$ cat config.mk
export PLATFORM = sky130hd
export DESIGN_NAME = dual_core_sio_mailbox_lock_divider_flat
export DESIGN_NICKNAME = d
export VERILOG_FILES = /design/src/sv/dcsm_pkg.sv /design/src/sv/dcsm_if.sv /design/src/sv/dual_core_sio_mailbox_lock_divider.sv /design/src/sv/dcsm_ctrl.sv /design/src/sv/dcsm_datapath.sv /design/src/flat_wrapper.sv
export SDC_FILE = /design/constraint.sdc
export NUM_CORES = 2
export LEC_CHECK = 0
export BUFFER_PORTS_ARGS = -buffer_cell sky130_fd_sc_hd__buf_2
export CAP_MARGIN = 20
export CORE_ASPECT_RATIO = 1.25
export CORE_MARGIN = 3
export CORE_UTILIZATION = 50
export CTS_CLUSTER_SIZE = 8
export DETAILED_ROUTE_END_ITERATION = 10
export GPL_TIMING_DRIVEN = 0
export PLACE_DENSITY = 0.66
export SLEW_MARGIN = 40
export SYNTH_ARGS = -nofsm -noshare
export SYNTH_HDL_FRONTEND = slang
export SYNTH_SLANG_ARGS = --single-unit
$ cat constraint.sdc
create_clock -name clk -period 7.63 [get_ports clk]
set_input_delay 1.526 -clock clk [delete_from_list [all_inputs] [get_ports clk]]
set_output_delay 1.526 -clock clk [all_outputs]
set_load 0.01 [all_outputs]
$ cat src/sv/dcsm_pkg.sv
package dcsm_pkg;

    localparam int FifoWordsDefault   = 8;
    localparam int LockCountDefault   = 32;
    localparam int CoreCountDefault   = 2;
    localparam int InterpWordsDefault = 16;

    localparam logic [11:0] OFF_CPUID      = 12'h000;
    localparam logic [11:0] OFF_GPIO_IN    = 12'h004;
    localparam logic [11:0] OFF_OUT        = 12'h010;
    localparam logic [11:0] OFF_OUT_SET    = 12'h014;
    localparam logic [11:0] OFF_OUT_CLR    = 12'h018;
    localparam logic [11:0] OFF_OUT_XOR    = 12'h01C;
    localparam logic [11:0] OFF_OE         = 12'h020;
    localparam logic [11:0] OFF_OE_SET     = 12'h024;
    localparam logic [11:0] OFF_OE_CLR     = 12'h028;
    localparam logic [11:0] OFF_OE_XOR     = 12'h02C;
    localparam logic [11:0] OFF_FIFO_ST    = 12'h050;
    localparam logic [11:0] OFF_FIFO_WR    = 12'h054;
    localparam logic [11:0] OFF_FIFO_RD    = 12'h058;
    localparam logic [11:0] OFF_LOCK_ST    = 12'h05C;
    localparam logic [11:0] OFF_UDIVIDEND  = 12'h060;
    localparam logic [11:0] OFF_UDIVISOR   = 12'h064;
    localparam logic [11:0] OFF_SDIVIDEND  = 12'h068;
    localparam logic [11:0] OFF_SDIVISOR   = 12'h06C;
    localparam logic [11:0] OFF_QUOTIENT   = 12'h070;
    localparam logic [11:0] OFF_REMAINDER  = 12'h074;
    localparam logic [11:0] OFF_CSR        = 12'h078;
    localparam logic [11:0] INTERP0_BASE   = 12'h080;
    localparam logic [11:0] INTERP1_BASE   = 12'h0C0;
    localparam logic [11:0] LOCK_BASE      = 12'h100;
    localparam logic [11:0] LOCK_END       = 12'h180;

    localparam logic [31:0] ALL_ONES = 32'hFFFF_FFFF;

    typedef struct packed {
        logic        operation;
        logic        core;
        logic [11:0] offset;
        logic [31:0] write_data;
        logic [31:0] gpio_in_level;
        logic        core1_running;
    } req_t;

    typedef struct packed {
        logic [31:0] read_data;
        logic        irq_core0;
        logic        irq_core1;
        logic        event_core0;
        logic        event_core1;
        logic        launch_valid;
        logic [31:0] launch_vector;
        logic [31:0] launch_stack;
        logic [31:0] launch_pc;
        logic [31:0] gpio_out_level;
        logic [31:0] gpio_out_enable;
    } rsp_t;

    // controller to datapath
    typedef struct packed {
        logic capture;
        logic exec;
        logic div_start;
        logic div_step;
        logic div_finish;
    } ctl_cmd_t;

    // datapath to controller
    typedef struct packed {
        logic div_needed;
        logic div_last;
    } ctl_sts_t;

endpackage

$ cat src/sv/dcsm_if.sv
interface dcsm_req_if;
    import dcsm_pkg::*;
    logic valid;
    logic ready;
    req_t data;
    modport source (output valid, output data, input ready);
    modport sink (input valid, input data, output ready);
endinterface

interface dcsm_rsp_if;
    import dcsm_pkg::*;
    logic valid;
    logic ready;
    rsp_t data;
    modport source (output valid, output data, input ready);
    modport sink (input valid, input data, output ready);
endinterface

$ cat src/sv/dual_core_sio_mailbox_lock_divider.sv
// channel | dir | handshake   | payload
// req     | in  | valid/ready | operation, core, offset, write_data, gpio_in_level, core1_running
// rsp     | out | valid/ready | read_data, irq levels, event/launch flags, launch and gpio registers
//
// an access passes through the idle, exec and result states; a divisor write adds the div
// and fin states, in the radix-4 divider that retires two quotient bits per cycle.
// one access at a time: ready is high only while no access is held.
// a stalled result holds until taken. reset at once clears all but memories, capture and divider.
module dual_core_sio_mailbox_lock_divider #(
    parameter int FifoWords = dcsm_pkg::FifoWordsDefault,
    parameter int LockCount = dcsm_pkg::LockCountDefault
) (
    input  logic   clk,
    input  logic   rst_n,
    dcsm_req_if.sink   req,
    dcsm_rsp_if.source rsp
);
    import dcsm_pkg::*;

    ctl_cmd_t cmd;
    ctl_sts_t sts;

    dcsm_ctrl u_ctrl (
        .clk       (clk),
        .rst_n     (rst_n),
        .in_valid  (req.valid),
        .in_ready  (req.ready),
        .out_valid (rsp.valid),
        .out_ready (rsp.ready),
        .sts       (sts),
        .cmd       (cmd)
    );

    dcsm_datapath #(
        .FifoWords (FifoWords),
        .LockCount (LockCount)
    ) u_dp (
        .clk   (clk),
        .rst_n (rst_n),
        .req   (req.data),
        .cmd   (cmd),
        .sts   (sts),
        .rsp   (rsp.data)
    );

endmodule

$ cat src/sv/dcsm_ctrl.sv
module dcsm_ctrl (
    input  logic                clk,
    input  logic                rst_n,
    input  logic                in_valid,
    output logic                in_ready,
    output logic                out_valid,
    input  logic                out_ready,
    input  dcsm_pkg::ctl_sts_t  sts,
    output dcsm_pkg::ctl_cmd_t  cmd
);
    import dcsm_pkg::*;

    typedef enum logic [4:0] {
        S_IDLE = 5'b00001,
        S_EXEC = 5'b00010,
        S_DIV  = 5'b00100,
        S_FIN  = 5'b01000,
        S_OUT  = 5'b10000
    } state_t;

    state_t state_reg, state_next;

    always_ff @(posedge clk or negedge rst_n)
    begin
        if (!rst_n)
        begin
            state_reg <= S_IDLE;
        end
        else
        begin
            state_reg <= state_next;
        end
    end

    assign in_ready  = (state_reg == S_IDLE);
    assign out_valid = (state_reg == S_OUT);

    always_comb
    begin
        state_next = state_reg;
        cmd = '0;
        unique case (state_reg)
            S_IDLE:
            begin
                if (in_valid)
                begin
                    cmd.capture = 1'b1;
                    state_next = S_EXEC;
                end
            end
            S_EXEC:
            begin
                if (sts.div_needed)
                begin
                    cmd.div_start = 1'b1;
                    state_next = S_DIV;
                end
                else
                begin
                    cmd.exec = 1'b1;
                    state_next = S_OUT;
                end
            end
            S_DIV:
            begin
                cmd.div_step = 1'b1;
                if (sts.div_last)
                begin
                    state_next = S_FIN;
                end
            end
            S_FIN:
            begin
                cmd.div_finish = 1'b1;
                cmd.exec = 1'b1;
                state_next = S_OUT;
            end
            S_OUT:
            begin
                if (out_ready)
                begin
                    state_next = S_IDLE;
                end
            end
            default:
            begin
                state_next = S_IDLE;
            end
        endcase
    end

endmodule

$ cat src/sv/dcsm_datapath.sv
module dcsm_datapath #(
    parameter int FifoWords = dcsm_pkg::FifoWordsDefault,
    parameter int LockCount = dcsm_pkg::LockCountDefault
) (
    input  logic               clk,
    input  logic               rst_n,
    input  dcsm_pkg::req_t     req,
    input  dcsm_pkg::ctl_cmd_t cmd,
    output dcsm_pkg::ctl_sts_t sts,
    output dcsm_pkg::rsp_t     rsp
);
    import dcsm_pkg::*;

    localparam int PtrW = (FifoWords > 1) ? $clog2(FifoWords) : 1;
    localparam int CntW = $clog2(FifoWords + 1);
    localparam int SumW = CntW + 1;
    // radix-4 long division, two quotient bits per cycle
    localparam int DivSteps = 16;

    req_t r_reg;

    logic [31:0] mbox_mem [2][FifoWords];
    logic [PtrW-1:0] head_reg [2];
    logic [CntW-1:0] count_reg [2];
    logic [1:0] wfull_reg, rempty_reg;
    logic [31:0] lock_reg;
    logic [31:0] dvd_reg [2];
    logic [31:0] dvs_reg [2];
    logic [31:0] quo_reg [2];
    logic [31:0] rem_reg [2];
    logic [1:0] sgn_reg, dirty_reg;
    logic [31:0] interp_mem [64];
    logic [63:0] interp_vld_reg;
    logic [2:0] lstep_reg;
    logic [31:0] lvtor_reg, lsp_reg, lentry_reg, gout_reg, goe_reg;
    logic [31:0] rd_reg;
    logic [1:0] ev_reg;
    logic lv_reg;
    logic [31:0] pop_rd_reg, interp_rd_reg;

    // divider
    logic [31:0] d_q_reg, d_r_reg, d_b_reg;
    logic [3:0] d_cnt_reg;
    logic d_an_reg, d_bn_reg, d_zero_reg, d_sgn_reg;

    logic c, o, wr;
    logic [11:0] off;
    logic [31:0] val;

    assign c   = r_reg.core;
    assign o   = ~r_reg.core;
    assign wr  = r_reg.operation;
    assign off = r_reg.offset;
    assign val = r_reg.write_data;

    assign sts.div_needed = wr && (off == OFF_UDIVISOR || off == OFF_SDIVISOR);
    assign sts.div_last   = (d_cnt_reg == 4'(DivSteps - 1));

    logic in_lock, in_interp, lock_ok;
    logic [4:0] lock_n;
    logic [5:0] interp_idx;
    logic launch_path;
    logic push_en;
    logic push_c;
    logic [31:0] push_val;
    logic [SumW-1:0] tail_sum;
    logic [PtrW-1:0] tail_ptr;

    assign in_lock    = off >= LOCK_BASE && off < LOCK_END;
    assign in_interp  = off >= INTERP0_BASE && off < LOCK_BASE;
    assign lock_n     = off[6:2];
    assign lock_ok    = in_lock && (32'(lock_n) < 32'(LockCount));
    assign interp_idx = {c, off[6], off[5:2]};
    assign launch_path = !c && !r_reg.core1_running;

    // tail slot, wrapped by one compare and subtract
    assign tail_sum = SumW'(head_reg[push_c]) + SumW'(count_reg[push_c]);
    assign tail_ptr = (tail_sum >= SumW'(FifoWords)) ? PtrW'(tail_sum - SumW'(FifoWords))
                                                     : PtrW'(tail_sum);

    // one radix-2 step, applied twice per cycle
    function automatic logic [63:0] dstep(logic [31:0] rr, logic [31:0] qq, logic [31:0] bb);
        logic [32:0] t;
        logic [32:0] sh;
        sh = {rr, qq[31]};
        t  = sh - {1'b0, bb};
        if (!t[32])
            dstep = {t[31:0], qq[30:0], 1'b1};
        else
            dstep = {sh[31:0], qq[30:0], 1'b0};
    endfunction

    logic [63:0] s1, s2;
    assign s1 = dstep(d_r_reg, d_q_reg, d_b_reg);
    assign s2 = dstep(s1[63:32], s1[31:0], d_b_reg);

    logic [31:0] fin_q, fin_r;
    always_comb
    begin
        if (d_zero_reg)
        begin
            fin_q = (d_sgn_reg && d_an_reg) ? 32'd1 : ALL_ONES;
            fin_r = dvd_reg[c];
        end
        else
        begin
            fin_q = (d_sgn_reg && (d_an_reg != d_bn_reg)) ? (32'd0 - d_q_reg) : d_q_reg;
            fin_r = (d_sgn_reg && d_an_reg) ? (32'd0 - d_r_reg) : d_r_reg;
        end
    end

    always_ff @(posedge clk)
    begin
        if (cmd.capture)
        begin
            r_reg <= req;
            pop_rd_reg <= mbox_mem[req.core][head_reg[req.core]];
            interp_rd_reg <= interp_mem[{req.core, req.offset[6], req.offset[5:2]}];
        end
        if (cmd.div_start)
        begin
            d_sgn_reg  <= (off == OFF_SDIVISOR);
            d_an_reg   <= (off == OFF_SDIVISOR) && dvd_reg[c][31];
            d_bn_reg   <= (off == OFF_SDIVISOR) && val[31];
            d_zero_reg <= (val == 32'd0);
            d_q_reg    <= ((off == OFF_SDIVISOR) && dvd_reg[c][31]) ? 32'd0 - dvd_reg[c]
                                                                   : dvd_reg[c];
            d_b_reg    <= ((off == OFF_SDIVISOR) && val[31]) ? 32'd0 - val : val;
            d_r_reg    <= '0;
            d_cnt_reg  <= '0;
        end
        else if (cmd.div_step)
        begin
            d_r_reg   <= s2[63:32];
            d_q_reg   <= s2[31:0];
            d_cnt_reg <= d_cnt_reg + 4'd1;
        end
        if (cmd.exec && push_en)
        begin
            mbox_mem[push_c][tail_ptr] <= push_val;
        end
        if (cmd.exec && wr && in_interp)
        begin
            interp_mem[interp_idx] <= val;
        end
    end

    logic [31:0] pop_word, interp_word;
    assign pop_word    = pop_rd_reg;
    assign interp_word = interp_vld_reg[interp_idx] ? interp_rd_reg : 32'd0;

    always_comb
    begin
        push_en  = 1'b0;
        push_c   = o;
        push_val = val;
        if (wr && off == OFF_FIFO_WR)
        begin
            push_c  = launch_path ? 1'b0 : o;
            push_en = 32'(count_reg[push_c]) < FifoWords;
        end
    end

    always_ff @(posedge clk or negedge rst_n)
    begin
        if (!rst_n)
        begin
            head_reg   <= '{default: '0};
            count_reg  <= '{default: '0};
            wfull_reg  <= '0;
            rempty_reg <= '0;
            lock_reg   <= '0;
            dvd_reg    <= '{default: '0};
            dvs_reg    <= '{default: '0};
            quo_reg    <= '{default: '0};
            rem_reg    <= '{default: '0};
            sgn_reg    <= '0;
            dirty_reg  <= '0;
            interp_vld_reg <= '0;
            lstep_reg  <= '0;
            lvtor_reg  <= '0;
            lsp_reg    <= '0;
            lentry_reg <= '0;
            gout_reg   <= '0;
            goe_reg    <= '0;
            rd_reg     <= '0;
            ev_reg     <= '0;
            lv_reg     <= 1'b0;
        end
        else if (cmd.exec)
        begin
            rd_reg <= '0;
            ev_reg <= '0;
            lv_reg <= 1'b0;
            if (!wr)
            begin
                priority if (off == OFF_CPUID)
                    rd_reg <= {31'd0, c};
                else if (off == OFF_GPIO_IN)
                    rd_reg <= r_reg.gpio_in_level;
                else if (off == OFF_OUT || off == OFF_OUT_SET || off == OFF_OUT_CLR
                         || off == OFF_OUT_XOR)
                    rd_reg <= gout_reg;
                else if (off == OFF_OE || off == OFF_OE_SET || off == OFF_OE_CLR
                         || off == OFF_OE_XOR)
                    rd_reg <= goe_reg;
                else if (off == OFF_FIFO_ST)
                    rd_reg <= {28'd0, rempty_reg[c], wfull_reg[c],
                               32'(count_reg[o]) < FifoWords, count_reg[c] != '0};
                else if (off == OFF_FIFO_RD)
                begin
                    if (count_reg[c] == '0)
                        rempty_reg[c] <= 1'b1;
                    else
                    begin
                        rd_reg <= pop_word;
                        head_reg[c] <= (32'(head_reg[c]) == FifoWords - 1) ? '0
                                                                           : head_reg[c] + 1'b1;
                        count_reg[c] <= count_reg[c] - 1'b1;
                    end
                end
                else if (off == OFF_LOCK_ST)
                    rd_reg <= lock_reg;
                else if (off == OFF_UDIVIDEND || off == OFF_SDIVIDEND)
                    rd_reg <= dvd_reg[c];
                else if (off == OFF_UDIVISOR || off == OFF_SDIVISOR)
                    rd_reg <= dvs_reg[c];
                else if (off == OFF_QUOTIENT)
                begin
                    rd_reg <= quo_reg[c];
                    dirty_reg[c] <= 1'b0;
                end
                else if (off == OFF_REMAINDER)
                    rd_reg <= rem_reg[c];
                else if (off == OFF_CSR)
                    rd_reg <= {30'd0, dirty_reg[c], 1'b1};
                else if (lock_ok)
                begin
                    if (!lock_reg[lock_n])
                    begin
                        lock_reg[lock_n] <= 1'b1;
                        rd_reg <= (lock_n == 5'd0) ? 32'd1 : {27'd0, lock_n};
                    end
                end
                else if (in_interp)
                    rd_reg <= interp_word;
                else
                begin
                    // unlisted offsets read zero
                end
            end
            else
            begin
                priority if (off == OFF_OUT)     gout_reg <= val;
                else if (off == OFF_OUT_SET)     gout_reg <= gout_reg | val;
                else if (off == OFF_OUT_CLR)     gout_reg <= gout_reg & ~val;
                else if (off == OFF_OUT_XOR)     gout_reg <= gout_reg ^ val;
                else if (off == OFF_OE)          goe_reg <= val;
                else if (off == OFF_OE_SET)      goe_reg <= goe_reg | val;
                else if (off == OFF_OE_CLR)      goe_reg <= goe_reg & ~val;
                else if (off == OFF_OE_XOR)      goe_reg <= goe_reg ^ val;
                else if (off == OFF_FIFO_ST)
                begin
                    if (val[2]) wfull_reg[c] <= 1'b0;
                    if (val[3]) rempty_reg[c] <= 1'b0;
                end
                else if (off == OFF_FIFO_WR)
                begin
                    if (push_en)
                        count_reg[push_c] <= count_reg[push_c] + 1'b1;
                    else
                        wfull_reg[push_c] <= 1'b1;
                    ev_reg[push_c] <= 1'b1;
                    if (launch_path)
                    begin
                        unique case (lstep_reg)
                            3'd0: lstep_reg <= (val == 32'd0) ? 3'd1 : 3'd0;
                            3'd1: lstep_reg <= (val == 32'd0) ? 3'd2 : 3'd0;
                            3'd2: lstep_reg <= (val == 32'd1) ? 3'd3
                                             : ((val == 32'd0) ? 3'd1 : 3'd0);
                            3'd3:
                            begin
                                lvtor_reg <= val;
                                lstep_reg <= 3'd4;
                            end
                            3'd4:
                            begin
                                lsp_reg <= val;
                                lstep_reg <= 3'd5;
                            end
                            3'd5:
                            begin
                                lentry_reg <= val;
                                lstep_reg <= 3'd6;
                                lv_reg <= 1'b1;
                            end
                            default: ;
                        endcase
                    end
                end
                else if (off == OFF_UDIVIDEND || off == OFF_SDIVIDEND)
                begin
                    dvd_reg[c] <= val;
                    sgn_reg[c] <= (off == OFF_SDIVIDEND);
                end
                else if (off == OFF_UDIVISOR || off == OFF_SDIVISOR)
                begin
                    dvs_reg[c] <= val;
                    sgn_reg[c] <= (off == OFF_SDIVISOR);
                    if (cmd.div_finish)
                    begin
                        quo_reg[c] <= fin_q;
                        rem_reg[c] <= fin_r;
                        dirty_reg[c] <= 1'b1;
                    end
                end
                else if (off == OFF_QUOTIENT)
                begin
                    quo_reg[c] <= val;
                    dirty_reg[c] <= 1'b1;
                end
                else if (off == OFF_REMAINDER)
                begin
                    rem_reg[c] <= val;
                    dirty_reg[c] <= 1'b1;
                end
                else if (lock_ok)
                begin
                    lock_reg[lock_n] <= 1'b0;
                    ev_reg[o] <= 1'b1;
                end
                else if (in_interp)
                    interp_vld_reg[interp_idx] <= 1'b1;
                else
                begin
                    // writes elsewhere are ignored
                end
            end
        end
    end

    always_comb
    begin
        rsp.read_data       = rd_reg;
        rsp.irq_core0       = (count_reg[0] != '0) || wfull_reg[0] || rempty_reg[0];
        rsp.irq_core1       = (count_reg[1] != '0) || wfull_reg[1] || rempty_reg[1];
        rsp.event_core0     = ev_reg[0];
        rsp.event_core1     = ev_reg[1];
        rsp.launch_valid    = lv_reg;
        rsp.launch_vector   = lvtor_reg;
        rsp.launch_stack    = lsp_reg;
        rsp.launch_pc       = lentry_reg;
        rsp.gpio_out_level  = gout_reg;
        rsp.gpio_out_enable = goe_reg;
    end

endmodule

$ cat src/flat_wrapper.sv
// flat-port wrapper written by rule: the top's interface ports become plain ports
module dual_core_sio_mailbox_lock_divider_flat import dcsm_pkg::*;
#(
    parameter int FifoWords = dcsm_pkg::FifoWordsDefault,
    parameter int LockCount = dcsm_pkg::LockCountDefault
)
  (clk, rst_n, req_valid, req_data, req_ready, rsp_valid, rsp_data, rsp_ready);
  dcsm_req_if req_i ();
  dcsm_rsp_if rsp_i ();
  input  logic clk;
  input  logic rst_n;
  input wire logic [$bits(req_i.valid)-1:0] req_valid;
  input wire logic [$bits(req_i.data)-1:0] req_data;
  output wire logic [$bits(req_i.ready)-1:0] req_ready;
  output wire logic [$bits(rsp_i.valid)-1:0] rsp_valid;
  output wire logic [$bits(rsp_i.data)-1:0] rsp_data;
  input wire logic [$bits(rsp_i.ready)-1:0] rsp_ready;
  assign req_i.valid = req_valid;
  assign req_i.data = req_data;
  assign req_ready = req_i.ready;
  assign rsp_valid = rsp_i.valid;
  assign rsp_data = rsp_i.data;
  assign rsp_i.ready = rsp_ready;
  dual_core_sio_mailbox_lock_divider #(.FifoWords(FifoWords), .LockCount(LockCount)) u_core (.clk(clk), .rst_n(rst_n), .req(req_i), .rsp(rsp_i));
endmodule
==> flow_summary.json <==
{
  "outcome": "finished clean",
  "internal_power_w": 0.0332,
  "netlist_area_um2": 143000,
  "cts_resized": 3,
  "relSlewSlack_pct": 36.2,
  "postPlaceCellArea_um2": 156000,
  "drc_errors": 0,
  "vias_per_cell": 6.42,
  "dpl_worst_slack_ns": -0.0946,
  "grt_pass1_vias": 88900,
  "syn-num-nets": 8869,
  "cts_setup_buffers": 0,
  "reg.largest.list": "u_core.u_dp.interp_mem (2048), u_core.u_dp.mbox_mem (512)",
  "ys_seq_area_share_pct": 68.8,
  "slew_viol_final": 0,
  "cts-root-buf": "clkbuf_16",
  "dr.first_iter.drc_count": 10500,
  "path_max_fanout": 10,
  "crit_path_top_delay_cell": "o41ai_4",
  "fill_cells": 20800,
  "synth.avg_cell_area_um2": 16.7,
  "switchingPower_w": 0.0108,
  "p_total_w": 0.0440,
  "dpl.hpwl_um": 350000,
  "sw_frac_of_total_pct": 24.6,
  "area_growth_syn_to_layout_pct": 18.4,
  "core_region_area_um2": 283000,
  "critical_path_class": "reg -> reg",
  "setup_viol": 0,
  "synthArstFlopShare_pct": 17.0,
  "synth_cell_types": 91,
  "synth_edf_count": 2771,
  "port_buffers": 281,
  "dr.pass1.iters": 8,
  "antenna_found_initial": 33,
  "required_ns": 8.38,
  "share_comb_of_total_power_pct": 10.0,
  "cts_sinks": 3382,
  "die_area_um2": 292000,
  "clock_power_share_pct": 41.9,
  "path_clk_slew_ns": 0.06,
  "place.gp.congestion": 1.00,
  "initial_core_util_pct": 50.5,
  "hold_buffers": 0,
  "start_kind": "flip-flop",
  "tightest_slew_ns": 0.956,
  "synth_cells": 8581,
  "slowest_delay_ns": 0.49,
  "crit_family": "compound AO/OA/AOI/OAI gates",
  "drv_cap": 0,
  "drt_wl_total_um": 475000,
  "fin_area_um2": 169000,
  "cts_tree": "done",
  "fmax_mhz": 139,
  "path_buf_inv": 5,
  "clock_latency_ns": 0.96,
  "post-route-util_pct": 59.7,
  "crit_arrival_ns": 7.95,
  "grt_overflow": 0,
  "num_vias": 87700,
  "ys_warn_count": 0,
  "drtAntennaViolNets": 0,
  "fin_hold_ws_ns": 0.467,
  "drive_above_1_share_pct": 25.3,
  "p_leak_nw": 59.0,
  "timing.final.ws_setup_ns": 0.430,
  "regMostFlops": "u_core.u_dp.interp_mem",
  "synth_seq_cells": 3382,
  "post_drt_wl_per_cell_um": 34.8,
  "io_pins": 282,
  "grt_setup_unrepaired": "no",
  "dieWidth_um": 484,
  "ctsHtreeMaxLevel": 5,
  "hold_violations": 0,
  "nNetsFinal": 10000,
  "power_density_nw_per_um2": 260,
  "fin_skew_ns": 0.0893,
  "cts_max_path_buffers": 4,
  "pwr-share-seq_pct": 48.1,
  "ys.flop_type": "edfxtp_1",
  "min_period_over_period_pct": 94.4,
  "largest_register_ffs": 2048,
  "post-route-min-period_ns": 7.20,
  "hp-class": "reg -> reg",
  "grt_usage_pct": 32.3,
  "cpMostUsedCell": "a21oi_1",
  "cts_buffers": 466,
  "num_rows": 218,
  "grt_start_max_net_pins": 73,
  "grt_first_pass_wirelength_um": 669000,
  "fp.dieH_um": 604,
  "cp-end-kind": "flip-flop",
  "peakVddDrop_v": 0.000250
}
routing by layer:
layer,GRT usage [%],vias up,wire [um]
li1,-,36100,-
met1,39.8,45500,170000
met2,52.5,4887,229000
met3,5.76,1201,38100
met4,22.1,6,38600
met5,0,-,44
synthesized netlist by cell type, types with 9 or more instances:
library cell | instances | share of area, %
a2111oi_0 | 36 | 0.22
a211oi_1 | 249 | 1.3
a21o_1 | 32 | 0.17
a21oi_1 | 402 | 1.4
a221oi_1 | 35 | 0.21
a31oi_1 | 21 | 0.092
and2_1 | 16 | 0.070
and3_1 | 17 | 0.074
buf_1 | 84 | 0.22
buf_2 | 30 | 0.11
clkbuf_1 | 413 | 1.1
dfrtp_1 | 574 | 10
dfxtp_1 | 36 | 0.50
edfxtp_1 | 2771 | 58
ha_1 | 202 | 1.8
inv_1 | 164 | 0.43
mux2_2 | 203 | 1.6
mux2i_1 | 346 | 2.4
mux4_2 | 734 | 12
nand2_1 | 600 | 1.6
nand2b_1 | 28 | 0.12
nand3_1 | 55 | 0.19
nand4_1 | 11 | 0.048
nor2_1 | 254 | 0.67
nor2b_1 | 105 | 0.46
nor3_1 | 50 | 0.18
nor4_1 | 20 | 0.088
o211ai_1 | 45 | 0.24
o21a_1 | 10 | 0.053
o21ai_0 | 517 | 1.8
o21ai_1 | 25 | 0.088
o21bai_1 | 73 | 0.38
o221ai_1 | 15 | 0.092
o22ai_1 | 14 | 0.061
o31ai_1 | 59 | 0.31
o41ai_1 | 9 | 0.055
or3_1 | 10 | 0.044
xnor2_1 | 121 | 0.74
xor2_1 | 68 | 0.42
power groups by stage:
stage | clock [W] | sequential, W | combinational, W
5_1_grt | 0.0194 | 0.0212 | 0.00452
3_3_place_gp | 0 | 0.0227 | 0.00262
2_1_floorplan | 0 | 0.0218 | 0.00140
6_report | 0.0184 | 0.0212 | 0.00439
3_5_place_dp | 0 | 0.0215 | 0.00431
4_1_cts | 0.0186 | 0.0212 | 0.00433
kinds of logic after synthesis:
| logic type | Yosys count | share of synthesized area (%) |
|---|---|---|
| DFF | 3382 | 68.8 |
| AOI/OAI and AO/OA | 1603 | 6.91 |
| muxes | 1284 | 15.6 |
| and+or+nand+nor | 1209 | 3.77 |
| buffers and inverters | 708 | 1.92 |
| adders and majority gates | 205 | 1.81 |
| xor gates and xnor gates | 190 | 1.17 |
per-stage QoR:
step | cells | TNS (ns)
2_1_floorplan | 8581 | 0
3_3_place_gp | 12600 | -4798.06
3_5_place_dp | 13000 | -0.614
4_1_cts | 13600 | 0
5_1_grt | 13600 | 0
6_report | 13700 | 0
worst min-delay path: cells and delay by family (launching register included):
kind          cells  cell delay (ns)
flops             1             0.33
simple gates      2             0.16
final cells by class:
type                    instances  area [um^2]  share of cell area, %
clock inverters                20          278                  0.164
diodes                         28         70.1                 0.0414
repair buffers                700         7790                   4.61
well taps                    3740         4680                   2.77
flip-flops and latches       3382        98300                   58.1
multi-input cells            4491        42900                   25.3
clock buffers                 585        12200                   7.23
inverters                     170          642                  0.379
plain buffers                 538         2300                   1.36
cell usage in the layout (no fill, tap or decap), types with 105 or more instances in the layout:
cell type / n
edfxtp_1: 2771
mux4_2: 734
nand2_1: 600
dfrtp_1: 574
o21ai_0: 517
clkbuf_16: 471
clkbuf_1: 438
buf_2: 401
a21oi_1: 400
mux2i_1: 313
a211oi_1: 249
mux2_2: 203
ha_1: 202
nor2_1: 180
inv_1: 162
buf_6: 152
xnor2_1: 121
buf_8: 116
nor2b_1: 105
final timing paths:
check                                         startpoint                              to  slack (ns)  cells after the start
worst max-delay path             u_core.u_dp.d_q_reg[31]         u_core.u_dp.d_r_reg[23]        0.43                     27
worst min-delay path            u_core.u_dp.d_cnt_reg[3]      u_core.u_ctrl.state_reg[3]        0.47                      2
worst max register to register   u_core.u_dp.d_q_reg[31]         u_core.u_dp.d_r_reg[23]        0.43                     27
worst min register to register  u_core.u_dp.d_cnt_reg[3]      u_core.u_ctrl.state_reg[3]        0.47                      2
max in group asynchronous                          rst_n  u_core.u_dp.interp_vld_reg[31]        5.60                      4
min in group asynchronous                          rst_n      u_core.u_ctrl.state_reg[4]        0.51                      1
Power figures use the tool's default switching activity.
